File: src/hw/rtl/fcch_pkg.sv
package fcch_pkg;

  localparam logic [7:0]  MAGIC0    = 8'h52;
  localparam logic [7:0]  MAGIC1    = 8'h53;
  localparam logic [15:0] CRC_INIT  = 16'hFFFF;
  localparam logic [15:0] CRC_POLY  = 16'h1021;
  localparam logic [31:0] HASH_K1   = 32'h9E3779B9;
  localparam logic [31:0] HASH_K2   = 32'h7FEB352D;

  localparam logic [7:0] POS_MAGIC0     = 8'd0;
  localparam logic [7:0] POS_MAGIC1     = 8'd1;
  localparam logic [7:0] POS_VERSION    = 8'd2;
  localparam logic [7:0] POS_CHANNEL    = 8'd9;
  localparam logic [7:0] POS_SEQ_FIRST  = 8'd10;
  localparam logic [7:0] POS_SEQ_LAST   = 8'd13;
  localparam logic [7:0] POS_SESS_FIRST = 8'd14;
  localparam logic [7:0] POS_SESS_LAST  = 8'd17;
  localparam logic [7:0] POS_LENGTH     = 8'd18;
  localparam logic [7:0] POS_SATURATE   = 8'd255;

  localparam int CFG_IDX_W = 2;
  localparam logic [CFG_IDX_W-1:0] CFG_PROTO_VERSION = 2'd0;
  localparam logic [CFG_IDX_W-1:0] CFG_MAX_PAYLOAD   = 2'd1;

  localparam logic [7:0] RST_PROTO_VERSION = 8'd1;
  localparam logic [7:0] RST_MAX_PAYLOAD   = 8'd234;

  localparam logic KIND_BYTE    = 1'b0;
  localparam logic KIND_TIMEOUT = 1'b1;

  typedef enum logic [1:0] {
    EV_REJECT = 2'd0,
    EV_HOP    = 2'd1,
    EV_SCAN   = 2'd2
  } ev_t;

  typedef enum logic [2:0] {
    B_IDLE,
    B_MUL1,
    B_MUL2,
    B_XSH,
    B_MOD,
    B_FIN
  } b_state_t;

  typedef struct packed {
    logic [7:0] proto_version;
    logic [7:0] max_payload;
  } cfg_t;

  typedef struct packed {
    ev_t         ev;
    logic [7:0]  frame_channel;
    logic [31:0] sess_word;
    logic [31:0] seq_word;
  } cmd_t;

  function automatic logic [15:0] crc_byte(input logic [15:0] crc, input logic [7:0] b);
    logic [15:0] c;
    c = crc ^ {b, 8'h00};
    for (int k = 0; k < 8; k++) begin
      if (c[15]) begin
        c = {c[14:0], 1'b0} ^ CRC_POLY;
      end else begin
        c = {c[14:0], 1'b0};
      end
    end
    return c;
  endfunction

endpackage

File: src/hw/rtl/fcch_ifs.sv
interface fcch_in_if ();
  logic       valid;
  logic       ready;
  logic       kind;
  logic [7:0] data_byte;
  logic       last_byte;

  modport source (output valid, kind, data_byte, last_byte, input ready);
  modport sink   (input valid, kind, data_byte, last_byte, output ready);
endinterface

interface fcch_out_if ();
  logic       valid;
  logic       ready;
  logic [1:0] event_res;
  logic [1:0] channel;

  modport source (output valid, event_res, channel, input ready);
  modport sink   (input valid, event_res, channel, output ready);
endinterface

interface fcch_cfg_if import fcch_pkg::*; ();
  logic                 valid;
  logic                 ready;
  logic [CFG_IDX_W-1:0] index;
  logic [7:0]           data;

  modport source (output valid, index, data, input ready);
  modport sink   (input valid, index, data, output ready);
endinterface

File: src/hw/rtl/fcch_queue.sv
module fcch_queue import fcch_pkg::*; (
  input  logic clk,
  input  logic rst_n,
  input  logic push,
  input  cmd_t push_data,
  output logic full,
  input  logic pop,
  output logic valid,
  output cmd_t pop_data
);

  localparam int DEPTH = 2;
  localparam int PTR_W = $clog2(DEPTH);
  localparam int CNT_W = $clog2(DEPTH + 1);

  cmd_t             ent_r [DEPTH];
  logic [PTR_W-1:0] wr_r, wr_nxt;
  logic [PTR_W-1:0] rd_r, rd_nxt;
  logic [CNT_W-1:0] cnt_r, cnt_nxt;

  assign full     = (cnt_r == CNT_W'(DEPTH));
  assign valid    = (cnt_r != '0);
  assign pop_data = ent_r[rd_r];

  always_comb begin
    wr_nxt  = push ? PTR_W'(wr_r + 1'b1) : wr_r;
    rd_nxt  = pop ? PTR_W'(rd_r + 1'b1) : rd_r;
    cnt_nxt = cnt_r;
    if (push && !pop) begin
      cnt_nxt = CNT_W'(cnt_r + 1'b1);
    end else if (pop && !push) begin
      cnt_nxt = CNT_W'(cnt_r - 1'b1);
    end
  end

  always_ff @(posedge clk) begin
    if (!rst_n) begin
      wr_r  <= '0;
      rd_r  <= '0;
      cnt_r <= '0;
    end else begin
      wr_r  <= wr_nxt;
      rd_r  <= rd_nxt;
      cnt_r <= cnt_nxt;
    end
  end

  always_ff @(posedge clk) begin
    if (push) begin
      ent_r[wr_r] <= push_data;
    end
  end

endmodule

File: src/hw/rtl/fcch_front.sv
module fcch_front import fcch_pkg::*; #(
  parameter int CHANNELS        = 3,
  parameter int HEADER_BYTES    = 19,
  parameter int TRAILER_BYTES   = 2,
  parameter int MAX_FRAME_BYTES = 255
) (
  input  logic      clk,
  input  logic      rst_n,
  fcch_in_if.sink   in_bus,
  input  cfg_t      cfg,
  input  logic      q_full,
  output logic      q_push,
  output cmd_t      q_data
);

  localparam int L_W = 10;

  logic [15:0] crc_r, crc_nxt;
  logic [7:0]  pos_r, pos_nxt;
  logic        bad_r, bad_nxt;
  logic [7:0]  fch_r, fch_nxt;
  logic [31:0] seq_r, seq_nxt;
  logic [31:0] sess_r, sess_nxt;
  logic [7:0]  plen_r, plen_nxt;
  logic [15:0] mcrc_r, mcrc_nxt;
  logic [7:0]  lowb_r, lowb_nxt;

  logic           acc;
  logic [7:0]     b;
  logic [7:0]     p;
  logic [L_W-1:0] p_w;
  logic [L_W-1:0] msg_len;
  logic           frame_ok;

  assign in_bus.ready = !q_full;
  assign acc          = in_bus.valid && in_bus.ready;
  assign b            = in_bus.data_byte;
  assign p            = pos_r;
  assign p_w          = L_W'(p);
  assign q_push       = acc && ((in_bus.kind == KIND_TIMEOUT) || in_bus.last_byte);

  always_comb begin
    crc_nxt  = crc_r;
    pos_nxt  = pos_r;
    bad_nxt  = bad_r;
    fch_nxt  = fch_r;
    seq_nxt  = seq_r;
    sess_nxt = sess_r;
    plen_nxt = plen_r;
    mcrc_nxt = mcrc_r;
    lowb_nxt = lowb_r;
    msg_len  = L_W'(HEADER_BYTES) + L_W'(plen_r);
    frame_ok = 1'b0;

    if (acc && in_bus.kind == KIND_BYTE) begin
      if (p >= 8'(MAX_FRAME_BYTES)) bad_nxt = 1'b1;
      if (p == POS_MAGIC0 && b != MAGIC0) bad_nxt = 1'b1;
      if (p == POS_MAGIC1 && b != MAGIC1) bad_nxt = 1'b1;
      if (p == POS_VERSION && b != cfg.proto_version) bad_nxt = 1'b1;
      if (p == POS_CHANNEL) begin
        fch_nxt = b;
        if (b >= 8'(CHANNELS)) bad_nxt = 1'b1;
      end
      if (p >= POS_SEQ_FIRST && p <= POS_SEQ_LAST) begin
        seq_nxt = {b, seq_r[31:8]};
      end
      if (p >= POS_SESS_FIRST && p <= POS_SESS_LAST) begin
        sess_nxt = {b, sess_r[31:8]};
      end
      if (p == POS_LENGTH) begin
        plen_nxt = b;
        if (b > cfg.max_payload) bad_nxt = 1'b1;
      end

      msg_len = L_W'(HEADER_BYTES) + L_W'(plen_nxt);
      if (p_w < msg_len) begin
        crc_nxt = crc_byte(crc_r, b);
      end else if (p_w == msg_len) begin
        lowb_nxt = b;
      end else if (p_w == L_W'(msg_len + 1'b1)) begin
        mcrc_nxt = {b, lowb_r};
      end

      if (pos_r != POS_SATURATE) begin
        pos_nxt = 8'(pos_r + 1'b1);
      end

      frame_ok = !bad_nxt && (p_w == L_W'(msg_len + L_W'(TRAILER_BYTES) - 1'b1))
                 && (mcrc_nxt == crc_nxt);
    end

    q_data.ev            = (in_bus.kind == KIND_TIMEOUT) ? EV_SCAN
                         : (frame_ok ? EV_HOP : EV_REJECT);
    q_data.frame_channel = fch_nxt;
    q_data.sess_word     = sess_nxt;
    q_data.seq_word      = seq_nxt;

    if (q_push) begin
      crc_nxt  = CRC_INIT;
      pos_nxt  = '0;
      bad_nxt  = 1'b0;
      fch_nxt  = '0;
      seq_nxt  = '0;
      sess_nxt = '0;
      plen_nxt = '0;
      mcrc_nxt = '0;
      lowb_nxt = '0;
    end
  end

  always_ff @(posedge clk) begin
    if (!rst_n) begin
      crc_r  <= CRC_INIT;
      pos_r  <= '0;
      bad_r  <= 1'b0;
      fch_r  <= '0;
      seq_r  <= '0;
      sess_r <= '0;
      plen_r <= '0;
      mcrc_r <= '0;
      lowb_r <= '0;
    end else begin
      crc_r  <= crc_nxt;
      pos_r  <= pos_nxt;
      bad_r  <= bad_nxt;
      fch_r  <= fch_nxt;
      seq_r  <= seq_nxt;
      sess_r <= sess_nxt;
      plen_r <= plen_nxt;
      mcrc_r <= mcrc_nxt;
      lowb_r <= lowb_nxt;
    end
  end

endmodule

File: src/hw/rtl/fcch_back.sv
module fcch_back import fcch_pkg::*; #(
  parameter int CHANNELS = 3
) (
  input  logic       clk,
  input  logic       rst_n,
  input  logic       q_valid,
  input  cmd_t       q_data,
  output logic       q_pop,
  fcch_out_if.source out_bus
);

  localparam int CH_W      = (CHANNELS > 4) ? $clog2(CHANNELS) : 2;
  localparam int DIGIT     = 4;
  localparam int MOD_STEPS = 32 / DIGIT;
  localparam int CNT_W     = $clog2(MOD_STEPS);
  localparam logic [CH_W:0]   DIVISOR  = (CH_W + 1)'(CHANNELS - 1);
  localparam logic [CH_W:0]   CH_COUNT = (CH_W + 1)'(CHANNELS);
  localparam logic [CH_W-1:0] CH_LAST  = CH_W'(CHANNELS - 1);

  b_state_t state_r, state_nxt;

  logic [CH_W-1:0]  cur_r;
  logic [CH_W-1:0]  ch_r;
  logic [31:0]      sess_r;
  logic [31:0]      prod_r;
  logic [31:0]      mix_r;
  logic [CH_W-1:0]  rem_r;
  logic [CNT_W-1:0] cnt_r;
  logic             out_valid_r;
  ev_t              out_ev_r;
  logic [1:0]       out_ch_r;

  logic             out_free;
  logic             is_hop;
  logic             load_out;
  logic             take_hop;
  ev_t              load_ev;
  logic [CH_W-1:0]  load_ch;
  logic [CH_W-1:0]  scan_ch;
  logic [CH_W-1:0]  hop_ch;
  logic [CH_W:0]    hop_sum;
  logic [CH_W-1:0]  rem_step;
  logic [CH_W:0]    t;
  logic [31:0]      mix_a;

  assign out_free = !out_valid_r || out_bus.ready;
  assign is_hop   = (q_data.ev == EV_HOP);
  assign scan_ch  = (cur_r == CH_LAST) ? '0 : CH_W'(cur_r + 1'b1);

  always_comb begin
    state_nxt = state_r;
    case (state_r)
      B_IDLE: if (q_valid && is_hop) state_nxt = B_MUL1;
      B_MUL1: state_nxt = B_MUL2;
      B_MUL2: state_nxt = B_XSH;
      B_XSH:  state_nxt = B_MOD;
      B_MOD:  if (cnt_r == CNT_W'(MOD_STEPS - 1)) state_nxt = B_FIN;
      B_FIN:  if (out_free) state_nxt = B_IDLE;
      default: state_nxt = B_IDLE;
    endcase
  end

  always_comb begin
    q_pop    = 1'b0;
    load_out = 1'b0;
    take_hop = 1'b0;
    load_ev  = EV_REJECT;
    load_ch  = cur_r;
    case (state_r)
      B_IDLE: begin
        if (q_valid && is_hop) begin
          q_pop    = 1'b1;
          take_hop = 1'b1;
        end else if (q_valid && out_free) begin
          q_pop    = 1'b1;
          load_out = 1'b1;
          load_ev  = q_data.ev;
          load_ch  = (q_data.ev == EV_SCAN) ? scan_ch : cur_r;
        end
      end
      B_FIN: begin
        load_out = out_free;
        load_ev  = EV_HOP;
        load_ch  = hop_ch;
      end
      default: begin
        q_pop = 1'b0;
      end
    endcase
  end

  // one radix-16 digit of the remainder per cycle
  always_comb begin
    t        = '0;
    rem_step = rem_r;
    for (int i = 0; i < DIGIT; i++) begin
      t = {rem_step, mix_r[31 - i]};
      if (t >= DIVISOR) t = t - DIVISOR;
      rem_step = t[CH_W-1:0];
    end
  end

  assign mix_a   = sess_r ^ prod_r;
  assign hop_sum = (CH_W + 1)'(ch_r) + (CH_W + 1)'(rem_r) + 1'b1;
  assign hop_ch  = (hop_sum >= CH_COUNT) ? CH_W'(hop_sum - CH_COUNT) : hop_sum[CH_W-1:0];

  always_ff @(posedge clk) begin
    if (!rst_n) begin
      state_r     <= B_IDLE;
      cur_r       <= '0;
      out_valid_r <= 1'b0;
    end else begin
      state_r <= state_nxt;
      if (load_out) begin
        cur_r       <= load_ch;
        out_valid_r <= 1'b1;
      end else if (out_bus.ready) begin
        out_valid_r <= 1'b0;
      end
    end
  end

  always_ff @(posedge clk) begin
    if (load_out) begin
      out_ev_r <= load_ev;
      out_ch_r <= load_ch[1:0];
    end
    case (state_r)
      B_IDLE: begin
        if (take_hop) begin
          ch_r   <= (q_data.frame_channel < 8'(CHANNELS)) ? q_data.frame_channel[CH_W-1:0]
                                                          : '0;
          sess_r <= q_data.sess_word;
          prod_r <= q_data.seq_word;
        end
      end
      B_MUL1: prod_r <= prod_r * HASH_K1;
      B_MUL2: prod_r <= (mix_a ^ (mix_a >> 16)) * HASH_K2;
      B_XSH: begin
        mix_r <= prod_r ^ (prod_r >> 15);
        rem_r <= '0;
        cnt_r <= '0;
      end
      B_MOD: begin
        mix_r <= mix_r << DIGIT;
        rem_r <= rem_step;
        cnt_r <= CNT_W'(cnt_r + 1'b1);
      end
      default: begin
        cnt_r <= cnt_r;
      end
    endcase
  end

  assign out_bus.valid     = out_valid_r;
  assign out_bus.event_res = out_ev_r;
  assign out_bus.channel   = out_ch_r;

endmodule

File: src/hw/rtl/frame_check_channel_hopper_top.sv
// channel   dir  handshake     payload
// in_bus    in   valid/ready   kind, data_byte, last_byte
// out_bus   out  valid/ready   event_res, channel
// cfg_bus   in   valid/ready   index, data (ready always high)
//
// Frame bytes and timeouts: one transaction per cycle while the 2-entry event queue has room.
// Hop after a valid frame: the back end steps through two hash multiplies, an xor-shift and 8 remainder digits.
// Reject and scan: popped in the idle state and loaded straight into the result register.
// Reset clears frame state, current channel and config (version 1, max payload 234).
// in_bus stalls only on a full queue; out_bus stalls hold the result register.
module frame_check_channel_hopper_top import fcch_pkg::*; #(
  parameter int CHANNELS        = 3,
  parameter int HEADER_BYTES    = 19,
  parameter int TRAILER_BYTES   = 2,
  parameter int MAX_FRAME_BYTES = 255
) (
  input logic        clk,
  input logic        rst_n,
  fcch_in_if.sink    in_bus,
  fcch_out_if.source out_bus,
  fcch_cfg_if.sink   cfg_bus
);

  cfg_t cfg_r;
  logic q_push;
  logic q_full;
  logic q_pop;
  logic q_valid;
  cmd_t q_wdata;
  cmd_t q_rdata;

  assign cfg_bus.ready = 1'b1;

  always_ff @(posedge clk) begin
    if (!rst_n) begin
      cfg_r.proto_version <= RST_PROTO_VERSION;
      cfg_r.max_payload   <= RST_MAX_PAYLOAD;
    end else if (cfg_bus.valid) begin
      case (cfg_bus.index)
        CFG_PROTO_VERSION: cfg_r.proto_version <= cfg_bus.data;
        CFG_MAX_PAYLOAD:   cfg_r.max_payload   <= cfg_bus.data;
        default:           cfg_r <= cfg_r;
      endcase
    end
  end

  fcch_front #(
    .CHANNELS        (CHANNELS),
    .HEADER_BYTES    (HEADER_BYTES),
    .TRAILER_BYTES   (TRAILER_BYTES),
    .MAX_FRAME_BYTES (MAX_FRAME_BYTES)
  ) u_front (
    .clk    (clk),
    .rst_n  (rst_n),
    .in_bus (in_bus),
    .cfg    (cfg_r),
    .q_full (q_full),
    .q_push (q_push),
    .q_data (q_wdata)
  );

  fcch_queue u_queue (
    .clk       (clk),
    .rst_n     (rst_n),
    .push      (q_push),
    .push_data (q_wdata),
    .full      (q_full),
    .pop       (q_pop),
    .valid     (q_valid),
    .pop_data  (q_rdata)
  );

  fcch_back #(
    .CHANNELS (CHANNELS)
  ) u_back (
    .clk     (clk),
    .rst_n   (rst_n),
    .q_valid (q_valid),
    .q_data  (q_rdata),
    .q_pop   (q_pop),
    .out_bus (out_bus)
  );

  a_no_push_full: assert property (@(posedge clk) disable iff (!rst_n)
    q_push |-> !q_full)
    else $error("event queue overflow");

  a_no_pop_empty: assert property (@(posedge clk) disable iff (!rst_n)
    q_pop |-> q_valid)
    else $error("event queue underflow");

  a_reset_quiet: assert property (@(posedge clk)
    !rst_n |=> !out_bus.valid)
    else $error("result valid right after reset");

endmodule
File: src/flat_wrapper.sv
// flat-port wrapper written by rule: the top's interface ports become plain ports
module frame_check_channel_hopper_top_flat import fcch_pkg::*;
#(
  parameter int CHANNELS        = 3,
  parameter int HEADER_BYTES    = 19,
  parameter int TRAILER_BYTES   = 2,
  parameter int MAX_FRAME_BYTES = 255
)
  (clk, rst_n, in_bus_valid, in_bus_kind, in_bus_data_byte, in_bus_last_byte, in_bus_ready, out_bus_valid, out_bus_event_res, out_bus_channel, out_bus_ready, cfg_bus_valid, cfg_bus_index, cfg_bus_data, cfg_bus_ready);
  fcch_in_if in_bus_i ();
  fcch_out_if out_bus_i ();
  fcch_cfg_if cfg_bus_i ();
  input logic clk;
  input logic rst_n;
  input wire logic [$bits(in_bus_i.valid)-1:0] in_bus_valid;
  input wire logic [$bits(in_bus_i.kind)-1:0] in_bus_kind;
  input wire logic [$bits(in_bus_i.data_byte)-1:0] in_bus_data_byte;
  input wire logic [$bits(in_bus_i.last_byte)-1:0] in_bus_last_byte;
  output wire logic [$bits(in_bus_i.ready)-1:0] in_bus_ready;
  output wire logic [$bits(out_bus_i.valid)-1:0] out_bus_valid;
  output wire logic [$bits(out_bus_i.event_res)-1:0] out_bus_event_res;
  output wire logic [$bits(out_bus_i.channel)-1:0] out_bus_channel;
  input wire logic [$bits(out_bus_i.ready)-1:0] out_bus_ready;
  input wire logic [$bits(cfg_bus_i.valid)-1:0] cfg_bus_valid;
  input wire logic [$bits(cfg_bus_i.index)-1:0] cfg_bus_index;
  input wire logic [$bits(cfg_bus_i.data)-1:0] cfg_bus_data;
  output wire logic [$bits(cfg_bus_i.ready)-1:0] cfg_bus_ready;
  assign in_bus_i.valid = in_bus_valid;
  assign in_bus_i.kind = in_bus_kind;
  assign in_bus_i.data_byte = in_bus_data_byte;
  assign in_bus_i.last_byte = in_bus_last_byte;
  assign in_bus_ready = in_bus_i.ready;
  assign out_bus_valid = out_bus_i.valid;
  assign out_bus_event_res = out_bus_i.event_res;
  assign out_bus_channel = out_bus_i.channel;
  assign out_bus_i.ready = out_bus_ready;
  assign cfg_bus_i.valid = cfg_bus_valid;
  assign cfg_bus_i.index = cfg_bus_index;
  assign cfg_bus_i.data = cfg_bus_data;
  assign cfg_bus_ready = cfg_bus_i.ready;
  frame_check_channel_hopper_top #(.CHANNELS(CHANNELS), .HEADER_BYTES(HEADER_BYTES), .TRAILER_BYTES(TRAILER_BYTES), .MAX_FRAME_BYTES(MAX_FRAME_BYTES)) u_core (.clk(clk), .rst_n(rst_n), .in_bus(in_bus_i), .out_bus(out_bus_i), .cfg_bus(cfg_bus_i));
endmodule
File: config.mk
export PLATFORM = sky130hd
export DESIGN_NAME = frame_check_channel_hopper_top_flat
export DESIGN_NICKNAME = d
export VERILOG_FILES = /design/src/hw/rtl/fcch_pkg.sv /design/src/hw/rtl/fcch_ifs.sv /design/src/hw/rtl/fcch_queue.sv /design/src/hw/rtl/fcch_front.sv /design/src/hw/rtl/fcch_back.sv /design/src/hw/rtl/frame_check_channel_hopper_top.sv /design/src/flat_wrapper.sv
export SDC_FILE = /design/constraint.sdc
export NUM_CORES = 2
export LEC_CHECK = 0
export BUFFER_PORTS_ARGS = -buffer_cell sky130_fd_sc_hd__buf_4
export CAP_MARGIN = 20
export CORE_ASPECT_RATIO = 0.8
export CORE_MARGIN = 2
export CORE_UTILIZATION = 30
export DETAILED_ROUTE_END_ITERATION = 12
export GPL_TIMING_DRIVEN = 0
export PLACE_DENSITY_LB_ADDON = 0.08
export SLEW_MARGIN = 20
export SYNTH_ARGS = -nofsm -noshare
export SYNTH_HDL_FRONTEND = slang
export SYNTH_SLANG_ARGS = --single-unit
export TNS_END_PERCENT = 20
File: constraint.sdc
create_clock -name clk -period 10.1 [get_ports clk]
set_input_delay 0.505 -clock clk [delete_from_list [all_inputs] [get_ports clk]]
set_output_delay 0.505 -clock clk [all_outputs]
set_load 0.02 [all_outputs]
==> qor_table.md <==
| Parameter | This run | Unit |
|---|---|---|
| Outcome | finished clean | - |
| Number of diodes added for antenna fixing | 0 | - |
| Final clock period utilization by the worst path | 92.0 | % |
| Total global routing track utilization | 18.8 | % |
| Crit-path leading delay family | adder cells | - |
| Post-synth top area cell | fa_1 | - |
| Reg2Reg Setup Slack | 0.81 | ns |
| Number of instances in the synthesized netlist | 3272 | - |
| GRT met3 Usage | 2.05 | % |
| CTS tree | done | - |
| Final standard cell utilization of the core | 33.9 | % |
| Clock-pin slew of the registers on the worst-case setup and hold paths | 0.06 | ns |
| Total Routed Length | 115000 | um |
| Quantity of I/O buffers inserted on ports | 30 | - |
| Mean instance size in the synthesized netlist | 11.1 | um^2 |
| Die width | 394 | um |
| GR met1 Demand/Resource | 27.8 | % |
| Min Tclk post-route | 9.29 | ns |
| Routed len/inst | 22.8 | um |
| Cts-stage hold buffer count | 0 | - |
| Global-route wire length before repair | 172000 | um |
| Slew headroom | 22.4 | % |
| Ranking of synthesized cells by instance count | 654 x inv_1, 434 x fa_1, 412 x ha_1 | - |
| Number of hold-slack violations in the final timing report | 0 | - |
| Top FF cell, synth | edfxtp_1 | - |
| Cell types occupying the most area after synthesis | fa_1 24%, edfxtp_1 21%, ha_1 14% | - |
| Buffers & Inverters on Critical Path | 5 | - |
| Core ar. | 121000 | um^2 |
| Proportion of layout cells with a drive suffix above 1 | 8.35 | % |
| Die area | 124000 | um^2 |
| Data arrival, critical path | 9.71 | ns |
| Cell area after technology mapping | 36400 | um^2 |
| Starting density of the core | 30.2 | % |
| Most used routing layer | met2 | - |
| Number of clock sinks seen by CTS | 411 | - |
| Slowest cell on the critical path | fa_1 | - |
| HPWL after detailed placement | 94000 | um |
| Reg-to-reg critical path endpoint | u_core.u_back.prod_r[31] | - |
| Clock root buffer | clkbuf_16 | - |
| GP Congestion | 0.883 | - |
| Drt initial violations | 1424 | - |
| Post-CTS setup buffer count | 0 | - |
| Pins over their slew limit | 0 | - |
| Worst clock skew | 0.0359 | ns |
| Remaining routing DRC violations | 0 | - |
| Cell depth of the worst flop-to-flop path | 25 | - |
| Worst path setup slack after routing | 0.812 | ns |
| Number of vias in the routed layout | 23200 | - |
| Hold Startpoint | cfg_bus_data[0] | - |
| Data required time of the worst path | 10.52 | ns |
| Detailed-route vias per instance | 4.60 | - |
| Number of nets in the synthesized netlist | 4143 | - |
| Worst Path Class, Setup | register to register | - |
| PostCTS Resize Cnt | 0 | - |
| Number of search-and-repair iterations in the first detailed-routing pass | 6 | - |
| Portion of the post-synthesis area used by sequential elements | 29.6 | % |
| Most frequent CP cell | fa_1 | - |
| Height of the chip | 316 | um |
| Number of placed I/O pins | 32 | - |
| Hold-critical path depth | 3 | - |
| Flops & latches, synth | 411 | - |
| TritonCTS Buffers | 47 | - |
| Number of rows created at floorplan | 114 | - |
| Antenna violations before repair | 2 | - |
| Worst hold path endpoint | u_core.cfg_r[8] | - |
| Max-cap check violation count | 0 | - |
| Number of global-route vias before repair | 25000 | - |
| Area share of the largest cell type after synthesis | 23.8 | % |
| Number of warnings reported in the yosys synthesis log | 0 | - |
| Count of nets left with antenna violations after detail routing | 0 | - |
| Worst flop-to-flop path startpoint | u_core.u_back.sess_r[17] | - |
| Maximum net fanout on the critical path | 8 | - |
| Transition time at the pin with the least slew margin | 1.15 | ns |
| Hold Path Class | input pin to register | - |
| Maximum single-stage delay on the critical path | 0.73 | ns |
| Number of different library cells in the post-synthesis netlist | 78 | - |
| Timing-limited maximum frequency | 108 | MHz |
| Worst Setup End Kind | register | - |
| Final setup fails | 0 | - |
| CP startpoint kind | register | - |
| Area added between synthesis and finish | 12.1 | % |
| Largest net degree at the start of global routing | 47 | - |
| Unrepaired setup endpoints after global routing | false | - |
| Clock latency on the worst-skew pair | 0.62 | ns |
| Async set or reset register ratio after synthesis | 0 | % |
| CTS H-tree depth | 2 | - |
| Met2 capacity usage during global routing | 30.3 | % |
| Number of enable-type register cells in the synthesized netlist | 255 | - |
| Worst setup slack after placement | 0.248 | ns |
| Remaining global-route overflow | 0 | - |
| Maximum count of clock buffers along a single path | 3 | - |
| Number of filler instances in the final layout | 12200 | - |
| Final nets | 4245 | - |
| Dominant cell by count in the synthesized netlist | inv_1 | - |
cells by family (layout without fill, tap and decap cells):
group,Yosys count,count (layout),share of synthesized area [%]
buffers and inverters,734,874,7.64
other,1,1,0.0103
xor gates and xnor gates,239,239,5.74
and+or+nand+nor,515,515,7.23
AOI/OAI and AO/OA,323,323,5.85
adders and majority gates,846,846,38.0
DFF,411,411,29.6
muxes,203,203,5.96
flip-flops by register name (all words and copies together) (netlist names), 16 cells and up, named ones only:
| name | cells |
|---|---|
| u_core.u_front.seq_r | 32 |
| u_core.u_back.sess_r | 32 |
| u_core.u_queue.ent_r | 148 |
| u_core.u_front.crc_r | 16 |
| u_core.u_back.prod_r | 32 |
| u_core.u_front.mcrc_r | 16 |
| u_core.cfg_r | 16 |
| u_core.u_front.sess_r | 32 |
| u_core.u_back.mix_r | 32 |
placed cells by master, fill, tap and decap left out, drive strengths merged, types with 22 or more instances in the layout:
| cell | n |
|---|---|
| inv | 658 |
| fa | 434 |
| ha | 412 |
| edfxtp | 255 |
| xnor2 | 182 |
| dfxtp | 156 |
| nand2 | 138 |
| clkbuf | 121 |
| mux2 | 111 |
| nor2 | 109 |
| mux2i | 92 |
| o21ai | 86 |
| and2 | 85 |
| a21oi | 69 |
| buf | 67 |
| xor2 | 57 |
| nand3 | 36 |
| nor2b | 25 |
| nor3 | 24 |
| a21o | 22 |
routing by layer:
layer,wire length (um),up-vias
li1,-,11000
met1,57900,11800
met5,0,-
met4,1200,0
met3,3250,83
met2,52400,331
worst reg2reg max path, delay by kind of cell (launching register included):
family	cells	cell delay (ns)
DFF	1	0.53
and+or+nand+nor	1	0.10
xor gates and xnor gates	7	2.66
AOI/OAI and AO/OA	4	0.75
buffers and inverters	5	1.01
adders and majority gates	8	4.07
final cells by class:
cell class	instances	area, um^2	area share, %
Clock inverter	32	404	0.989
Sequential cell	411	10800	26.4
Clock buffer	55	1260	3.07
Inverter	654	2450	6.01
Buffer	80	330	0.808
Multi-Input combinational cell	2127	23000	56.3
Timing Repair Buffer	53	591	1.45
Tap cell	1624	2030	4.97
metrics by stage:
step	std cells	area (um^2)	hold slack, ns	setup TNS (ns)
global route	5036	40900	0.106	0
global placement	4926	38700	0.457	-0.136
finish	5036	40900	0.135	0
floorplan	3272	36400	0.443	0
CTS	5035	40800	0.0915	0
detailed placement	4948	39200	0.481	0
how the worst max path moves through the flow:
stage | from | to | slack [ns] | cells after the start
2_1_floorplan | u_core.u_back.prod_r[21] | u_core.u_back.prod_r[31] | 2.79 | 25
4_1_cts | u_core.u_back.prod_r[17] | u_core.u_back.prod_r[31] | 0.21 | 25
5_1_grt | u_core.u_back.sess_r[17] | u_core.u_back.prod_r[31] | 0.36 | 25
3_3_place_gp | u_core.u_back.prod_r[16] | u_core.u_back.prod_r[31] | -0.14 | 23
3_5_place_dp | u_core.u_back.prod_r[17] | u_core.u_back.prod_r[31] | 0.25 | 25
6_report | u_core.u_back.sess_r[17] | u_core.u_back.prod_r[31] | 0.81 | 25
Power is not shown: default switching activity piles up to over one toggle a cycle in this logic, so the estimate is an artifact.
